<file path="src/hw/rtl/escaped_double_byte_to_utf8_unit_macros.svh">
// Assertion macros shared by the escaped double-byte to UTF-8 transcoder.
// Included by the modules that check their own logic; no other dependencies.
`ifndef ESCAPED_DOUBLE_BYTE_TO_UTF8_UNIT_MACROS_SVH
`define ESCAPED_DOUBLE_BYTE_TO_UTF8_UNIT_MACROS_SVH

`ifndef NO_ASSERTIONS

// Antecedent implies consequent in the same cycle.
`define EDBU_ASSERT_IMP(label, clk, rst_n, ante, cons) \
  label: assert property (@(posedge clk) disable iff (!rst_n) (ante) |-> (cons)) \
    else $error("edbu: same-cycle check failed");

// Antecedent implies consequent in the following cycle.
`define EDBU_ASSERT_NXT(label, clk, rst_n, ante, cons) \
  label: assert property (@(posedge clk) disable iff (!rst_n) (ante) |=> (cons)) \
    else $error("edbu: next-cycle check failed");

`else

`define EDBU_ASSERT_IMP(label, clk, rst_n, ante, cons)
`define EDBU_ASSERT_NXT(label, clk, rst_n, ante, cons)

`endif

`endif

</file>
<file path="src/hw/rtl/edbu_pkg.sv">
// Types, constants and the UTF-8 encoder shared by the transcoder modules.
// No dependencies.
package edbu_pkg;

  localparam logic [7:0]  ESC_BYTE   = 8'hFF;
  localparam logic [15:0] CP_ONE_MAX = 16'h007F;
  localparam logic [15:0] CP_TWO_MAX = 16'h07FF;
  localparam logic [7:0]  LEAD_TWO   = 8'hC0;
  localparam logic [7:0]  LEAD_THREE = 8'hE0;
  localparam logic [7:0]  CONT_BYTE  = 8'h80;

  // One queued job: up to three data bytes, optionally followed by the terminator.
  typedef struct packed {
    logic [1:0]      n_data;
    logic [2:0][7:0] data;
    logic            has_term;
    logic            trunc;
  } job_t;

  function automatic job_t utf8_encode(input logic [15:0] cp);
    job_t j;
    j = '0;
    if (cp <= CP_ONE_MAX) begin
      j.n_data  = 2'd1;
      j.data[0] = cp[7:0];
    end else if (cp <= CP_TWO_MAX) begin
      j.n_data  = 2'd2;
      j.data[0] = LEAD_TWO | {3'b000, cp[10:6]};
      j.data[1] = CONT_BYTE | {2'b00, cp[5:0]};
    end else begin
      j.n_data  = 2'd3;
      j.data[0] = LEAD_THREE | {4'b0000, cp[15:12]};
      j.data[1] = CONT_BYTE | {2'b00, cp[11:6]};
      j.data[2] = CONT_BYTE | {2'b00, cp[5:0]};
    end
    return j;
  endfunction

endpackage

</file>
<file path="src/hw/rtl/edbu_fifo.sv">
// Short job queue between the front and back parts of the transcoder.
// Depends on edbu_pkg for the job type.
module edbu_fifo #(
  parameter int DEPTH = 4
) (
  input  logic          clk,
  input  logic          rst_n,
  input  logic          push,
  input  edbu_pkg::job_t push_job,
  output logic          full,
  input  logic          pop,
  output edbu_pkg::job_t pop_job,
  output logic          empty
);

  localparam int AW = (DEPTH > 1) ? $clog2(DEPTH) : 1;
  localparam int CW = $clog2(DEPTH + 1);

  edbu_pkg::job_t mem_r [DEPTH];
  logic [AW-1:0]  wr_ptr_r, wr_ptr_nxt;
  logic [AW-1:0]  rd_ptr_r, rd_ptr_nxt;
  logic [CW-1:0]  count_r, count_nxt;

  assign full    = (count_r == CW'(DEPTH));
  assign empty   = (count_r == '0);
  assign pop_job = mem_r[rd_ptr_r];

  always_comb begin
    wr_ptr_nxt = wr_ptr_r;
    rd_ptr_nxt = rd_ptr_r;
    count_nxt  = count_r;
    if (push) begin
      wr_ptr_nxt = (wr_ptr_r == AW'(DEPTH - 1)) ? '0 : wr_ptr_r + 1'b1;
    end
    if (pop) begin
      rd_ptr_nxt = (rd_ptr_r == AW'(DEPTH - 1)) ? '0 : rd_ptr_r + 1'b1;
    end
    if (push && !pop) begin
      count_nxt = count_r + 1'b1;
    end else if (pop && !push) begin
      count_nxt = count_r - 1'b1;
    end
  end

  always_ff @(posedge clk) begin
    if (!rst_n) begin
      wr_ptr_r <= '0;
      rd_ptr_r <= '0;
      count_r  <= '0;
    end else begin
      wr_ptr_r <= wr_ptr_nxt;
      rd_ptr_r <= rd_ptr_nxt;
      count_r  <= count_nxt;
    end
  end

  always_ff @(posedge clk) begin
    if (push) begin
      mem_r[wr_ptr_r] <= push_job;
    end
  end

endmodule

</file>
<file path="src/hw/rtl/edbu_front.sv">
// Front part: takes input requests, tracks the escape phase and queues jobs.
// Depends on edbu_pkg and the assertion macro header.
`include "escaped_double_byte_to_utf8_unit_macros.svh"

module edbu_front (
  input  logic           clk,
  input  logic           rst_n,
  input  logic           in_valid,
  output logic           in_ready,
  input  logic [7:0]     in_byte,
  input  logic           in_last,
  output logic           push,
  output edbu_pkg::job_t push_job,
  input  logic           full
);

  typedef enum logic [2:0] {
    PH_IDLE = 3'b001,
    PH_HIGH = 3'b010,
    PH_LOW  = 3'b100
  } phase_t;

  phase_t         phase_r, phase_nxt;
  logic [7:0]     high_r, high_nxt;
  logic           accept;
  edbu_pkg::job_t job;

  assign in_ready = !full;
  assign accept   = in_valid && in_ready;

  always_comb begin
    phase_nxt = phase_r;
    high_nxt  = high_r;
    job       = '0;
    case (phase_r)
      PH_HIGH: begin
        high_nxt  = in_byte;
        phase_nxt = PH_LOW;
      end
      PH_LOW: begin
        job       = edbu_pkg::utf8_encode({high_r, in_byte});
        phase_nxt = PH_IDLE;
        high_nxt  = '0;
      end
      default: begin
        if (in_byte == edbu_pkg::ESC_BYTE) begin
          phase_nxt = PH_HIGH;
          high_nxt  = '0;
        end else begin
          job.n_data  = 2'd1;
          job.data[0] = in_byte;
          phase_nxt   = PH_IDLE;
        end
      end
    endcase
    if (in_last) begin
      job.has_term = 1'b1;
      job.trunc    = (phase_nxt != PH_IDLE);
      phase_nxt    = PH_IDLE;
      high_nxt     = '0;
    end
  end

  assign push     = accept && ((job.n_data != 2'd0) || job.has_term);
  assign push_job = job;

  always_ff @(posedge clk) begin
    if (!rst_n) begin
      phase_r <= PH_IDLE;
      high_r  <= '0;
    end else if (accept) begin
      phase_r <= phase_nxt;
      high_r  <= high_nxt;
    end
  end

  `EDBU_ASSERT_NXT(a_high_to_low, clk, rst_n, accept && (phase_r == PH_HIGH) && !in_last, phase_r == PH_LOW)
  `EDBU_ASSERT_NXT(a_last_to_idle, clk, rst_n, accept && in_last, phase_r == PH_IDLE)
  `EDBU_ASSERT_IMP(a_last_queued, clk, rst_n, accept && in_last, push && push_job.has_term)

endmodule

</file>
<file path="src/hw/rtl/edbu_back.sv">
// Back part: takes jobs from the queue and sends their bytes one per cycle when not stalled.
// Depends on edbu_pkg and the assertion macro header.
`include "escaped_double_byte_to_utf8_unit_macros.svh"

module edbu_back (
  input  logic           clk,
  input  logic           rst_n,
  input  logic           empty,
  output logic           pop,
  input  edbu_pkg::job_t pop_job,
  output logic           out_valid,
  input  logic           out_ready,
  output logic [7:0]     out_byte,
  output logic           out_last,
  output logic           out_truncated
);

  edbu_pkg::job_t job_r, job_nxt;
  logic           job_valid_r, job_valid_nxt;
  logic [1:0]     idx_r, idx_nxt;
  logic           out_valid_r, out_valid_nxt;
  logic [7:0]     out_byte_r, out_byte_nxt;
  logic           out_last_r, out_last_nxt;
  logic           out_trunc_r, out_trunc_nxt;
  logic [2:0]     total;
  logic           last_item;
  logic           out_free;
  logic [7:0]     data_sel;

  assign total     = {1'b0, job_r.n_data} + {2'b00, job_r.has_term};
  assign last_item = (({1'b0, idx_r} + 3'd1) == total);
  assign out_free  = !out_valid_r || out_ready;
  assign pop       = !empty && (!job_valid_r || (out_free && last_item));

  always_comb begin
    case (idx_r)
      2'd0:    data_sel = job_r.data[0];
      2'd1:    data_sel = job_r.data[1];
      2'd2:    data_sel = job_r.data[2];
      default: data_sel = '0;
    endcase
  end

  always_comb begin
    job_nxt       = job_r;
    job_valid_nxt = job_valid_r;
    idx_nxt       = idx_r;
    out_valid_nxt = out_valid_r;
    out_byte_nxt  = out_byte_r;
    out_last_nxt  = out_last_r;
    out_trunc_nxt = out_trunc_r;
    if (out_free) begin
      out_valid_nxt = job_valid_r;
      if (job_valid_r) begin
        if (idx_r < job_r.n_data) begin
          out_byte_nxt  = data_sel;
          out_last_nxt  = 1'b0;
          out_trunc_nxt = 1'b0;
        end else begin
          out_byte_nxt  = '0;
          out_last_nxt  = 1'b1;
          out_trunc_nxt = job_r.trunc;
        end
        if (last_item) begin
          job_valid_nxt = 1'b0;
          idx_nxt       = '0;
        end else begin
          idx_nxt = idx_r + 1'b1;
        end
      end
    end
    if (pop) begin
      job_nxt       = pop_job;
      job_valid_nxt = 1'b1;
      idx_nxt       = '0;
    end
  end

  always_ff @(posedge clk) begin
    if (!rst_n) begin
      job_valid_r <= 1'b0;
      idx_r       <= '0;
      out_valid_r <= 1'b0;
    end else begin
      job_valid_r <= job_valid_nxt;
      idx_r       <= idx_nxt;
      out_valid_r <= out_valid_nxt;
    end
  end

  always_ff @(posedge clk) begin
    job_r       <= job_nxt;
    out_byte_r  <= out_byte_nxt;
    out_last_r  <= out_last_nxt;
    out_trunc_r <= out_trunc_nxt;
  end

  assign out_valid     = out_valid_r;
  assign out_byte      = out_byte_r;
  assign out_last      = out_last_r;
  assign out_truncated = out_trunc_r;

  `EDBU_ASSERT_NXT(a_job_sent, clk, rst_n, job_valid_r && out_free, out_valid_r)
  `EDBU_ASSERT_IMP(a_idx_in_job, clk, rst_n, job_valid_r, ({1'b0, idx_r} < total))
  `EDBU_ASSERT_IMP(a_term_zero, clk, rst_n, out_valid_r && out_last_r, out_byte_r == 8'h00)
  `EDBU_ASSERT_IMP(a_trunc_on_term, clk, rst_n, out_valid_r && out_trunc_r, out_last_r)

endmodule

</file>
<file path="src/hw/rtl/escaped_double_byte_to_utf8_unit.sv">
// Escaped double-byte to UTF-8 transcoder: one input byte per cycle, one output
// byte per cycle when not stalled. An input request is taken every cycle while
// the job queue has room; it passes through the queue and the job register
// before it reaches the output register. The output side sends one byte per
// cycle unless out_ready stalls it, so an escape (three input bytes, up to three
// output bytes) keeps pace, while a string end adds a zero terminator byte.
// QUEUE_DEPTH sets how many jobs can wait between the front and back parts.
module escaped_double_byte_to_utf8_unit #(
  parameter int QUEUE_DEPTH = 4
) (
  input  logic       clk,
  input  logic       rst_n,
  input  logic       in_valid,
  output logic       in_ready,
  input  logic [7:0] in_byte,
  input  logic       in_last,
  output logic       out_valid,
  input  logic       out_ready,
  output logic [7:0] out_byte,
  output logic       out_last,
  output logic       out_truncated
);

  logic           push, full, pop, empty;
  edbu_pkg::job_t push_job, pop_job;

  edbu_front u_front (
    .clk      (clk),
    .rst_n    (rst_n),
    .in_valid (in_valid),
    .in_ready (in_ready),
    .in_byte  (in_byte),
    .in_last  (in_last),
    .push     (push),
    .push_job (push_job),
    .full     (full)
  );

  edbu_fifo #(
    .DEPTH (QUEUE_DEPTH)
  ) u_fifo (
    .clk      (clk),
    .rst_n    (rst_n),
    .push     (push),
    .push_job (push_job),
    .full     (full),
    .pop      (pop),
    .pop_job  (pop_job),
    .empty    (empty)
  );

  edbu_back u_back (
    .clk           (clk),
    .rst_n         (rst_n),
    .empty         (empty),
    .pop           (pop),
    .pop_job       (pop_job),
    .out_valid     (out_valid),
    .out_ready     (out_ready),
    .out_byte      (out_byte),
    .out_last      (out_last),
    .out_truncated (out_truncated)
  );

endmodule
</file>
<file path="config.mk">
export PLATFORM = sky130hd
export DESIGN_NAME = escaped_double_byte_to_utf8_unit
export DESIGN_NICKNAME = d
export VERILOG_FILES = /design/src/hw/rtl/edbu_pkg.sv /design/src/hw/rtl/edbu_fifo.sv /design/src/hw/rtl/edbu_front.sv /design/src/hw/rtl/edbu_back.sv /design/src/hw/rtl/escaped_double_byte_to_utf8_unit.sv
export VERILOG_INCLUDE_DIRS = /design/src /design/src/hw/rtl
export SDC_FILE = /design/constraint.sdc
export NUM_CORES = 1
export LEC_CHECK = 0
export ABC_AREA = 1
export BUFFER_PORTS_ARGS = -buffer_cell sky130_fd_sc_hd__buf_4
export CORE_MARGIN = 5
export CORE_UTILIZATION = 60
export CTS_CLUSTER_DIAMETER = 40
export DETAILED_ROUTE_END_ITERATION = 12
export GPL_TIMING_DRIVEN = 0
export PLACE_DENSITY = 0.77
export SYNTH_ARGS = -nofsm -noshare
export SYNTH_HDL_FRONTEND = slang
export SYNTH_HIERARCHICAL = 1
export SYNTH_SLANG_ARGS = --single-unit
</file>
<file path="constraint.sdc">
create_clock -name clk -period 4.6 [get_ports clk]
set_input_delay 0.46 -clock clk [delete_from_list [all_inputs] [get_ports clk]]
set_output_delay 0.46 -clock clk [all_outputs]
set_load 0.05 [all_outputs]
</file>
# After elaboration in Yosys (flattened, before gate mapping)
# Memories as Yosys holds them, arrays and structs flattened. A register that Yosys moved wholly into a read port is not among the register bits.
# Index checks and enable logic that the tools add are counted.
op_classes:
  n_bitwise: 1
  reduce_logical: 24
  n_mux: 31
  eq_ne: 10
  n_lt_le_gt_ge: 3
  add_sub_neg: 7
op_table:
  columns: ["operator", "count"]
  rows:
  - ["$mux 8", 5]
  - ["$mux 16", 2]
  - ["$pmux 8 s2", 2]
  - ["$pmux 8 s3", 1]
  - ["$le 16x11->1 const B", 1]
  - ["$le 16x7->1 const B", 1]
  - ["$mux 14", 1]
  - ["$mux 2", 6]
  - ["$mux 1", 9]
  - ["$mux 3", 3]
  - ["$eq 8x8->1 const B", 1]
  - ["$add 2x1->2 const B", 3]
  - ["$eq 2x2->1 const B", 3]
  - ["$eq 3x3->1 const B", 2]
  - ["$logic_and 1x1->1", 6]
  - ["$logic_not 1->1", 6]
  - ["$pmux 3 s2", 1]
  - ["$reduce_bool 2->1", 3]
  - ["$pmux 2 s2", 1]
  - ["$reduce_and 2->1", 2]
  - ["$reduce_bool 4->1", 1]
  - ["$add 2x1->3", 1]
  - ["$add 2x1->3 const B", 1]
  - ["$add 3x1->3 const B", 1]
  - ["other kinds (11)", 13]
totals:
  inputBits: 13
  mem_count: 1
  elab_cells: 88
  reg_bits: 32
  output_inout_bits: 12
  mem_bits_rw: 112
memory_table:
  columns: ["name", "words", "word_bits", "read_ports", "rd_clocked_by_memory_dff", "write_ports", "line_no", "rtl"]
  rows:
  - ["u_fifo.mem_r", 4, 28, 1, 1, 1, "edbu_fifo.sv:19", "edbu_pkg::job_t mem_r [DEPTH];"]

# Logic depth before layout (Yosys ltp)
# Gate-level depths: netlist of the first run.
depth:
  depth_word: 11
  ltp_mapped: 19
  depth_no_buf: 19

# Hierarchy
# Netlist of the first run, hierarchy kept.
modules_own_cells:
  columns: ["module", "instances", "seq_area_each_um2", "area_per_inst_um2", "cells_per_inst"]
  rows:
  - ["edbu_fifo", 1, 3543.4, 4614.4, 330]
  - ["edbu_back", 1, 1221.2, 1699.1, 128]
  - ["edbu_front", 1, 220.2, 875.8, 152]

# Worst setup path before layout of the first run
# No wires, ideal clock.
synth_path:
  kind: "reg2reg"
  from: "register u_back/job_r[26] (netlist name)"
  to: "register u_fifo.count_r[1]"
  required_time_ns: 4.484
  n_path_buf: 0
  arrival_time_ns: 2.960
  stages_incl_launch_ff: 14
  period_less_slack_ns: 3.076
  slack_ns: 1.524
  path_cell_list: "edfxtp_1 > ha_1 > ha_1 > xnor2_1 > nand4_2 > nand2_2 > nand2_2 > inv_1 > inv_1 > ha_1 > inv_1 > fa_1 > o21ai_0 > nor2_1"
synth_via:
  elab_chain_cells: 8
  word_cells_on_any_way: 10
  classes_between: "add/sub: 1; eq/ne: 1; mux: 1; reduce/logical: 7"
synth_rtl:
  columns: ["element", "line_no", "rtl"]
  rows:
  - ["$add 2x1->3", "edbu_back.sv:30", "assign total = {1'b0, job_r.n_data} + {2'b00, job_r.has_term};"]
  - ["$eq 3x3->1", "edbu_back.sv:31", "assign last_item = (({1'b0, idx_r} + 3'd1) == total);"]
  - ["$logic_and 1x1->1", "edbu_back.sv:33", "assign pop = !empty && (!job_valid_r || (out_free && last_item));"]
  - ["$logic_or 1x1->1", "edbu_back.sv:33", null]
  - ["$logic_and 1x1->1", "edbu_back.sv:33", null]
  - ["via pop", "escaped_double_byte_to_utf8_unit.sv:24", "logic push, full, pop, empty;"]
  - ["$logic_not 1->1", "edbu_fifo.sv:38", "if (push && !pop) begin"]
  - ["$logic_and 1x1->1", "edbu_fifo.sv:38", null]
  - ["$mux 3", "edbu_fifo.sv:38", null]
  - ["via u_fifo.count_nxt[1]", "edbu_fifo.sv:22", "logic [CW-1:0] count_r, count_nxt;"]
  - ["to (signal assigned)", "edbu_fifo.sv:53", "count_r <= count_nxt;"]
  - ["to (decl)", "edbu_fifo.sv:22", null]
# The timed path passes the listed nets, and every way through them passes these cells.
# A chain may end at the register's enable or synchronous reset.

# Final worst setup path of the first run
layout_path:
  from: "register u_back.idx_r[0]"
  to: "register u_fifo.count_r[1]"
layout_via:
  elab_chain_cells: 8
  word_cells_on_any_way: 10
  classes_between: "add/sub: 1; eq/ne: 1; mux: 1; reduce/logical: 7"
layout_rtl:
  columns: ["element", "line_no", "rtl"]
  rows:
  - ["from (decl)", "edbu_back.sv:20", "logic [1:0] idx_r, idx_nxt;"]
  - ["from (signal assigned)", "edbu_back.sv:86", "idx_r <= idx_nxt;"]
  - ["$add 2x1->3", "edbu_back.sv:31", null]
  - ["$eq 3x3->1", "edbu_back.sv:31", null]
  - ["$logic_and 1x1->1", "edbu_back.sv:33", null]
  - ["$logic_or 1x1->1", "edbu_back.sv:33", null]
  - ["$logic_and 1x1->1", "edbu_back.sv:33", null]
  - ["via pop", "escaped_double_byte_to_utf8_unit.sv:24", null]
  - ["$logic_not 1->1", "edbu_fifo.sv:38", null]
  - ["$logic_and 1x1->1", "edbu_fifo.sv:38", null]
  - ["$mux 3", "edbu_fifo.sv:38", null]
  - ["via u_fifo.count_nxt[1]", "edbu_fifo.sv:22", null]
# The timed path passes the listed nets, and every way through them passes these cells.

==> results of run 1 <==
-- routing by layer --
| metal | vias to the layer above | GRT usage, % |
|---|---|---|
| li1 | 2218 | - |
| met1 | 2289 | 27.0 |
| met2 | 191 | 37.5 |
| met3 | 26 | 4.61 |
| met4 | 0 | 8.02 |
| met5 | - | 0 |
-- report_power, final --
group	switching, mW	leakage [nW]	total, mW	internal [mW]
combinational	1.03	1.19	1.46	0.434
sequential	0.118	1.60	2.28	2.16
clock	0.576	0.276	1.43	0.850
-- metrics by stage --
stage | worst slack (ns) | power, mW | utilization [%]
detailed placement | 1.04 | 3.75 | 63.7
global placement | 1.21 | 3.67 | 63.7
global route | 0.643 | 5.42 | 68.7
floorplan | 1.52 | 3.30 | -
CTS | 0.999 | 5.18 | 68.7
finish | 1.03 | 5.17 | 68.7
-- cell type report --
class	count	area, um^2
buffer	25	164
clock buffer	17	425
clock inverter	15	171
fill	774	3710
inverter	56	213
multi-input combinational	356	1830
sequential	174	4980
tap	147	184
timing repair buffer	24	180
-- sequential cells by signal, summed over array words and instances, names as in the netlist, named ones only --
register,cells
u_fifo/mem_r,112
u_back/out_byte,8
u_fifo/rd_ptr_r,2
u_front/high_r,8
u_fifo/count_r,3
u_back/out_truncated,1
u_back/job_valid_r,1
u_back/out_last,1
u_fifo/wr_ptr_r,2
u_back/out_valid,1
u_front/phase_r,3
u_back/idx_r,2
u_back/job_r,28
-- worst max-delay path by stage --
stage / endpoint / slack, ns / cells past startpoint
floorplan: u_fifo/count_r[1]$_SDFFE_PN0P_ / 1.52 / 13
global route: u_fifo/count_r[1]$_SDFFE_PN0P_ / 0.64 / 13
global placement: u_fifo/count_r[1]$_SDFFE_PN0P_ / 1.21 / 13
finish: u_fifo/count_r[1]$_SDFFE_PN0P_ / 1.03 / 13
detailed placement: u_fifo/count_r[1]$_SDFFE_PN0P_ / 1.04 / 13
CTS: u_fifo/count_r[1]$_SDFFE_PN0P_ / 1.0 / 13
-- kinds of logic after synthesis --
kind of cell,Yosys count,synth area share [%]
buffers and inverters,81,5.24
DFF,174,69.3
and+or+nand+nor,207,12.2
adders and majority gates,14,2.54
other,1,0.0522
AOI/OAI and AO/OA,131,10.4
xor gates and xnor gates,2,0.244
-- worst max-delay path, stage by stage (launching register included) --
cell and delay, ns:
dfxtp_1 0.44, inv_2 0.11, ha_1 0.35, xnor2_1 0.25, nand4_2 0.12, nand2_2 0.10
nand2_2 0.06, inv_1 0.77, inv_1 0.25, ha_1 0.28, inv_1 0.09, fa_1 0.42
o21ai_0 0.18, nor2_1 0.05
-- synthesized netlist by cell type (all sizes together) --
library cell	count
inv	54
clkbuf	7
a21oi	21
fa	1
edfxtp	150
nand2	96
clkinv	2
xor2	1
nand4	2
a21boi	1
o211ai	1
nand3	16
o22ai	28
dfxtp	24
nor2	87
conb	1
nor3	6
ha	13
buf	18
o21ai	71
xnor2	1
a31oi	8
a22oi	1
==> out/qor.yml, run 1 <==
grt_max_degree: 31
min_path_cells: 3
hpwl_mm: 9.82
clk_latency_ns: 0.42
crit_type: "reg2reg"
numCtsBuffers: 17
r2r-start: "u_back/idx_r[0]$_SDFFE_PP0P_"
ys_seq_area_share_pct: 69.3
cts_resized: 0
synth_cell_types: 39
dieWidth_um: 119
avgViaCountPerCell: 5.80
hp-start: "in_byte[6]"
vdd_drop_max_uv: 299
r2r_end: "u_fifo/count_r[1]$_SDFFE_PN0P_"
power_density_nw_per_um2: 634
required_ns: 4.92
wl_met3_um: 943
grt_pass1_wl_mm: 23.6
layout.nets: 681
coreArea_um2: 11900
finClkSkew_ns: 0.00620
dieArea_um2: 14300
final_cells: 814
hp-class: "in2reg"
wl_per_cell_um: 18.1
post-route-period-util_pct: 77.6
netlist_instances: 610
synth.top_cell.area_share_pct: 62.7
antenna_found_initial: 0
cp_max_fo: 30
finalCriticalPeriod_ns: 3.57
r2r_slack_ns: 1.03
startpoint_type: "flip-flop"
synth_seq_cells: 174
place_congestion: 0.881
placed_cells: 782
rsz0062_at_grt: "no"
grt_use_total_pct: 21.7
drcViolationCount: 0
top_layer_used: "met4"
mostFrequentLayoutCells: "edfxtp_1 (150), nand2_1 (86), nor2_1 (86), inv_1 (50), o21ai_0 (50)"
insertedDiodeCount: 0
hold_viol: 0
slew_headroom_pct: 12.8
grt_pass1_vias: 4665
met1_length_mm: 5.97
hold_end: "u_front/high_r[6]$_SDFFE_PN0P_"
path_clk_slew_ns: 0.06
grt-ovfl-total: 0
maxClockFrequency_ghz: 0.280
status: "completed"
drive_gt1_share_pct: 14.1
syn_to_final_growth_pct: 13.4
postRouteAntennaNets: 0
fin_tns_setup_ns: 0
first_pass_iters: 5
ctsHoldBuffers: 0
arrival_ns: 3.89
drt-total-wl_mm: 14.7
critPathCaptureType: "flip-flop"
worst-r2r-cell-count: 13
portBuffers: 24
hold_slack_ns: 0.319
final_cell_area_um2: 8150
drv_cap: 0
io_pins: 25
cts_sinks: 174
final_common_cell: "edfxtp_1"
vias: 4724
clock_path_buffers: 2
synthTopCellsByArea: "edfxtp_1 (63%), dfxtp_1 (6.7%), nand2_1 (4.5%), nor2_1 (4.5%), o21ai_0 (3.5%)"
power.leakage_nw: 3.07
postPlaceCellArea_um2: 7560
slew_violations: 0
die_y_um: 119
yosysTopAreaCell: "edfxtp_1"
crit_start: "u_back/idx_r[0]$_SDFFE_PP0P_"
cts_tree: "yes"
worst_pin_slew_ns: 1.31
yosys_warnings: 6
htree_levels: 4
setup_viol: 0
netlist_area_um2: 7190
avgSynthCellArea_um2: 11.8
cts_root_buf: "clkbuf_16"
num_rows: 40
wl_met2_mm: 7.50
cts_setup_buffers: 0
start_util_pct: 60.6
drt_iter0_drc: 419
No activity file was read; power rests on OpenSTA's default activity.
==> inputs of run 2 (changes only) <==
Clock period 4.6 ns to 3.6 ns, I/O delays scaled along.
==> out/qor.yml, run 2 (synthesis results as in run 1) <==
mostFrequentLayoutCells: "edfxtp_1 (150), nand2_1 (86), nor2_1 (86), o21ai_0 (50), inv_1 (49)"
first_pass_iters: 5
insertedDiodeCount: 0
top_register: "u_fifo/mem_r"
grt_pass1_wl_mm: 23.6
drv_cap: 0
die_y_um: 119
critPathCaptureType: "flip-flop"
final_common_cell: "edfxtp_1"
drive_gt1_share_pct: 14.4
syn_to_final_growth_pct: 13.5
vdd_drop_max_uv: 383
layout.nets: 682
arrival_ns: 3.42
top_regs: "u_fifo/mem_r x112, u_back/job_r x28"
clk_latency_ns: 0.42
antenna_found_initial: 0
place_congestion: 0.881
status: "completed"
drcViolationCount: 0
critPathMaxStageDelay_ns: 0.44
grt-ovfl-total: 0
fin_ws_ns: 0.539
wl_per_cell_um: 18.2
power_density_nw_per_um2: 812
hold_viol: 0
largest_reg_flops: 112
cts_setup_buffers: 0
power_mw: 6.63
drt_iter0_drc: 459
rsz0062_at_grt: "no"
fill_cells: 774
required_ns: 3.96
cp.buffers_inverters: 5
crit_type: "reg2reg"
start_util_pct: 60.6
slowest_stage: "dfxtp_1"
path_clk_slew_ns: 0.06
post-route-period-util_pct: 85.0
maxClockFrequency_ghz: 0.327
drt-total-wl_mm: 14.9
hpwl_mm: 9.82
clock_path_buffers: 2
startpoint_type: "flip-flop"
numCtsBuffers: 17
finish.utilization_pct: 68.8
fin_tns_setup_ns: 0
num_rows: 40
dieArea_um2: 14300
grt_max_degree: 31
io_pins: 25
dieWidth_um: 119
finalCriticalPeriod_ns: 3.06
cts_root_buf: "clkbuf_16"
vias: 4714
slew_headroom_pct: 13.9
cp_max_fo: 15
postRouteAntennaNets: 0
portBuffers: 24
path_cells: "inv_2, ha_1, xnor2_1, nand4_2, nand2_2, nand2_2, clkinvlp_4, inv_1, ha_1, inv_1, fa_1, nand2_1, nand3_1, nand2_1, inv_1, nor2_1"
worst_pin_slew_ns: 1.29
grt_pass1_vias: 4671
avgViaCountPerCell: 5.78
cts_sinks: 174
coreArea_um2: 11900
power.leakage_nw: 3.07
grt_use_total_pct: 21.7
setup_viol: 0
hp-class: "in2reg"
htree_levels: 4
cts_tree: "yes"
crit_top_cell: "inv_1"
place_ws_ns: 0.0351
finClkSkew_ns: 0.00673
ctsHoldBuffers: 0
slew_violations: 0
critPathTopFamily: "adder cells"
[run 2: cell types whose count changed in the layout (fill, tap and decap cells not counted), sizes merged]
cell,delta
inv,-1
clkinvlp,+2
[run 2: path summary, 6_finish.rpt]
check / from / slack (ns) / cells after the start / to
max: u_back/idx_r[0]$_SDFFE_PP0P_ / 0.54 / 16 / u_fifo/count_r[2]$_SDFFE_PN0P_
min: in_byte[6] / 0.22 / 3 / u_front/high_r[6]$_SDFFE_PN0P_
max reg2reg: u_back/idx_r[0]$_SDFFE_PP0P_ / 0.54 / 16 / u_fifo/count_r[2]$_SDFFE_PN0P_
min reg2reg: u_front/high_r[4]$_SDFFE_PN0P_ / 0.49 / 2 / u_front/high_r[4]$_SDFFE_PN0P_
[run 2: through the flow]
stage | cells | cell area (um^2) | hold slack [ns]
detailed placement | 782 | 7560 | 0.479
global placement | 782 | 7560 | 0.455
global route | 815 | 8160 | 0.216
CTS | 814 | 8160 | 0.206
floorplan | 611 | 7190 | 0.441
finish | 815 | 8160 | 0.220
[run 2: cell type report]
cell class              count  area, um^2  area share (%)
repair buffers             24         180            2.21
clock buffers              17         425            5.21
clock inverters            15         171            2.10
plain buffers              25         164            2.01
well taps                 147         184            2.25
inverters                  56         216            2.65
flip-flops and latches    174        4980            61.1
repair inverters            1        5.00          0.0613
multi-input cells         356        1830            22.4
[run 2: repair_timing]
action | 4_1_cts | 5_1_grt
endpoints found under the hold margin | 0 | 0
gates resized for setup | 1 | 0
setup endpoints to repair | 1 | 1
cloned | 0 | 1
[run 2: metal layers]
metal  global-route usage, %  routed length, um  vias up
li1                        -                  -     2226
met1                    27.0               5950     2266
met2                    37.6               7610      197
met3                    4.61               1030       25
met4                    8.02                280        0
met5                       0                  0        -
[run 2: tightest hold or removal path, cell delays in order]
cell     delay, ns
buf_4         0.12
nand2_1       0.06
a21oi_1       0.05
[run 2: power breakdown]
part	switching, mW	internal (mW)
Clock	0.732	1.09
Combinational	1.34	0.560
Sequential	0.151	2.76
Total	2.22	4.40
==> inputs of run 3 (changes only) <==
Settings changed: REMOVE_ABC_BUFFERS set to 1.
==> out/qor.yml, run 3 (synthesis results as in run 1) <==
crit_top_cell: "inv_1"
htree_levels: 4
dieWidth_um: 119
power_density_nw_per_um2: 819
final_cell_area_um2: 8040
cp_max_fo: 15
portBuffers: 24
vias: 4550
maxClockFrequency_ghz: 0.322
drt-total-wl_mm: 14.2
drive_gt1_share_pct: 12.9
place_congestion: 0.855
numCtsBuffers: 17
clk_latency_ns: 0.42
vdd_drop_max_uv: 407
fin_ws_ns: 0.493
grt-ovfl-total: 0
critPathCaptureType: "flip-flop"
grt_use_total_pct: 20.6
rsz0062_at_grt: "no"
die_y_um: 119
postPlaceCellArea_um2: 7410
antenna_found_initial: 0
status: "completed"
slowest_stage: "dfxtp_1"
intPower_mw: 4.37
wl_per_cell_um: 18.0
dieArea_um2: 14300
cts_setup_buffers: 0
layout.nets: 658
top_register: "u_fifo/mem_r"
coreArea_um2: 11900
drv_cap: 0
p_switching_mw: 2.20
critPathMaxStageDelay_ns: 0.45
io_pins: 25
insertedDiodeCount: 0
placed_cells: 758
final_common_cell: "edfxtp_1"
drcViolationCount: 0
first_pass_iters: 6
post-route-period-util_pct: 86.3
drt_iter0_drc: 405
arrival_ns: 3.43
avgViaCountPerCell: 5.75
mostFrequentLayoutCells: "edfxtp_1 (150), nand2_1 (86), nor2_1 (86), o21ai_0 (50), inv_1 (49)"
power.leakage_nw: 3.00
path_clk_slew_ns: 0.07
switching_share_pct: 33.5
crit_type: "reg2reg"
hold_viol: 0
ctsHoldBuffers: 0
p_comb_share_pct: 26.8
postRouteAntennaNets: 0
num_rows: 40
syn_to_final_growth_pct: 11.8
finalCriticalPeriod_ns: 3.11
final_cells: 791
place_ws_ns: -0.135
hp-class: "in2reg"
slew_headroom_pct: 13.2
hpwl_mm: 8.12
cts_sinks: 174
slew_violations: 0
clkPwrFrac_pct: 28.6
cts_root_buf: "clkbuf_16"
grt_pass1_wl_mm: 22.4
finClkSkew_ns: 0.00876
pwr-share-seq_pct: 44.6
grt_max_degree: 58
clock_path_buffers: 2
startpoint_type: "flip-flop"
largest_reg_flops: 112
grt_pass1_vias: 4439
setup_viol: 0
path_cells: "inv_2, ha_1, xnor2_1, nand4_2, nand2_2, nand2_2, clkinvlp_4, inv_1, ha_1, inv_1, fa_1, inv_1, nand2_1, nand3_1, nand2_1, inv_1, nor2_1"
required_ns: 3.92
start_util_pct: 60.6
worst_pin_slew_ns: 1.30
cts_tree: "yes"
top_regs: "u_fifo/mem_r x112, u_back/job_r x28"
-- run 3: changes by cell type in the layout (fill, tap and decap cells not counted), moves of 2 or more --
cell | before | now
clkbuf_1 | 7 | 0
clkinv_2 | 2 | 0
buf_1 | 3 | 0
clkinvlp_4 | 6 | 2
buf_4 | 27 | 24
clkinv_4 | 2 | 4
buf_6 | 7 | 0
inv_6 | 1 | 4
buf_2 | 5 | 0
-- run 3: final timing paths --
check                                                    start                             end  slack (ns)  cells after the start
worst max-delay path              u_back/idx_r[0]$_SDFFE_PP0P_  u_fifo/count_r[2]$_SDFFE_PN0P_        0.49                     17
worst min-delay path                                   in_last    u_fifo/mem_r[2][1]$_DFFE_PP_        0.20                      1
worst max register to register    u_back/idx_r[0]$_SDFFE_PP0P_  u_fifo/count_r[2]$_SDFFE_PN0P_        0.49                     17
worst min register to register  u_front/high_r[3]$_SDFFE_PN0P_  u_front/high_r[3]$_SDFFE_PN0P_        0.47                      2
-- run 3: layer usage --
metal	routed length, um	GRT usage, %	vias up	part of all wire, %
met3	952	4.46	26	6.7
met4	366	8.95	0	2.6
met5	0	0	-	0
met2	7200	34.8	173	51
met1	5710	25.6	2178	40
li1	-	-	2173	-
-- run 3: cell type report --
class / instances / area, um^2
tap: 147 / 184
clock inverter: 15 / 186
fill: 817 / 3830
sequential: 174 / 4990
inverter: 56 / 216
clock buffer: 17 / 425
timing repair buffer: 25 / 200
multi-input combinational: 356 / 1830
timing repair inverter: 1 / 5.00
-- run 3: power by group through the flow --
| stage | sequential, mW | combinational (mW) | clock (mW) |
|---|---|---|---|
| finish | 2.93 | 1.76 | 1.88 |
| global route | 2.97 | 1.94 | 2.00 |
| CTS | 2.94 | 1.74 | 1.90 |
| detailed placement | 2.98 | 1.71 | 0 |
| global placement | 3.01 | 1.58 | 0 |
| floorplan | 3.16 | 0.981 | 0 |
-- run 3: worst max-delay path, delay by kind of cell, from the launching register on --
family,cells,cell delay (ns)
buf+inv,6,0.96
flops,1,0.45
xor+xnor,1,0.16
fa+ha+maj,3,0.94
simple gates,7,0.50
-- run 3: timing repair --
| action | 4_1_cts | 5_1_grt |
|---|---|---|
| gates cloned | 0 | 1 |
| resized for setup | 1 | 0 |
| endpoints found under the setup margin | 2 | 1 |
| pin swaps | 0 | 0 |
-- run 3: per-stage QoR --
step	power [mW]	util, %	hold slack [ns]	TNS (ns)
global route	6.92	67.7	0.190	0
finish	6.58	67.7	0.199	0
global placement	4.59	62.3	0.452	0
floorplan	4.14	-	0.441	0
CTS	6.58	67.7	0.187	0
detailed placement	4.69	62.5	0.462	-0.137
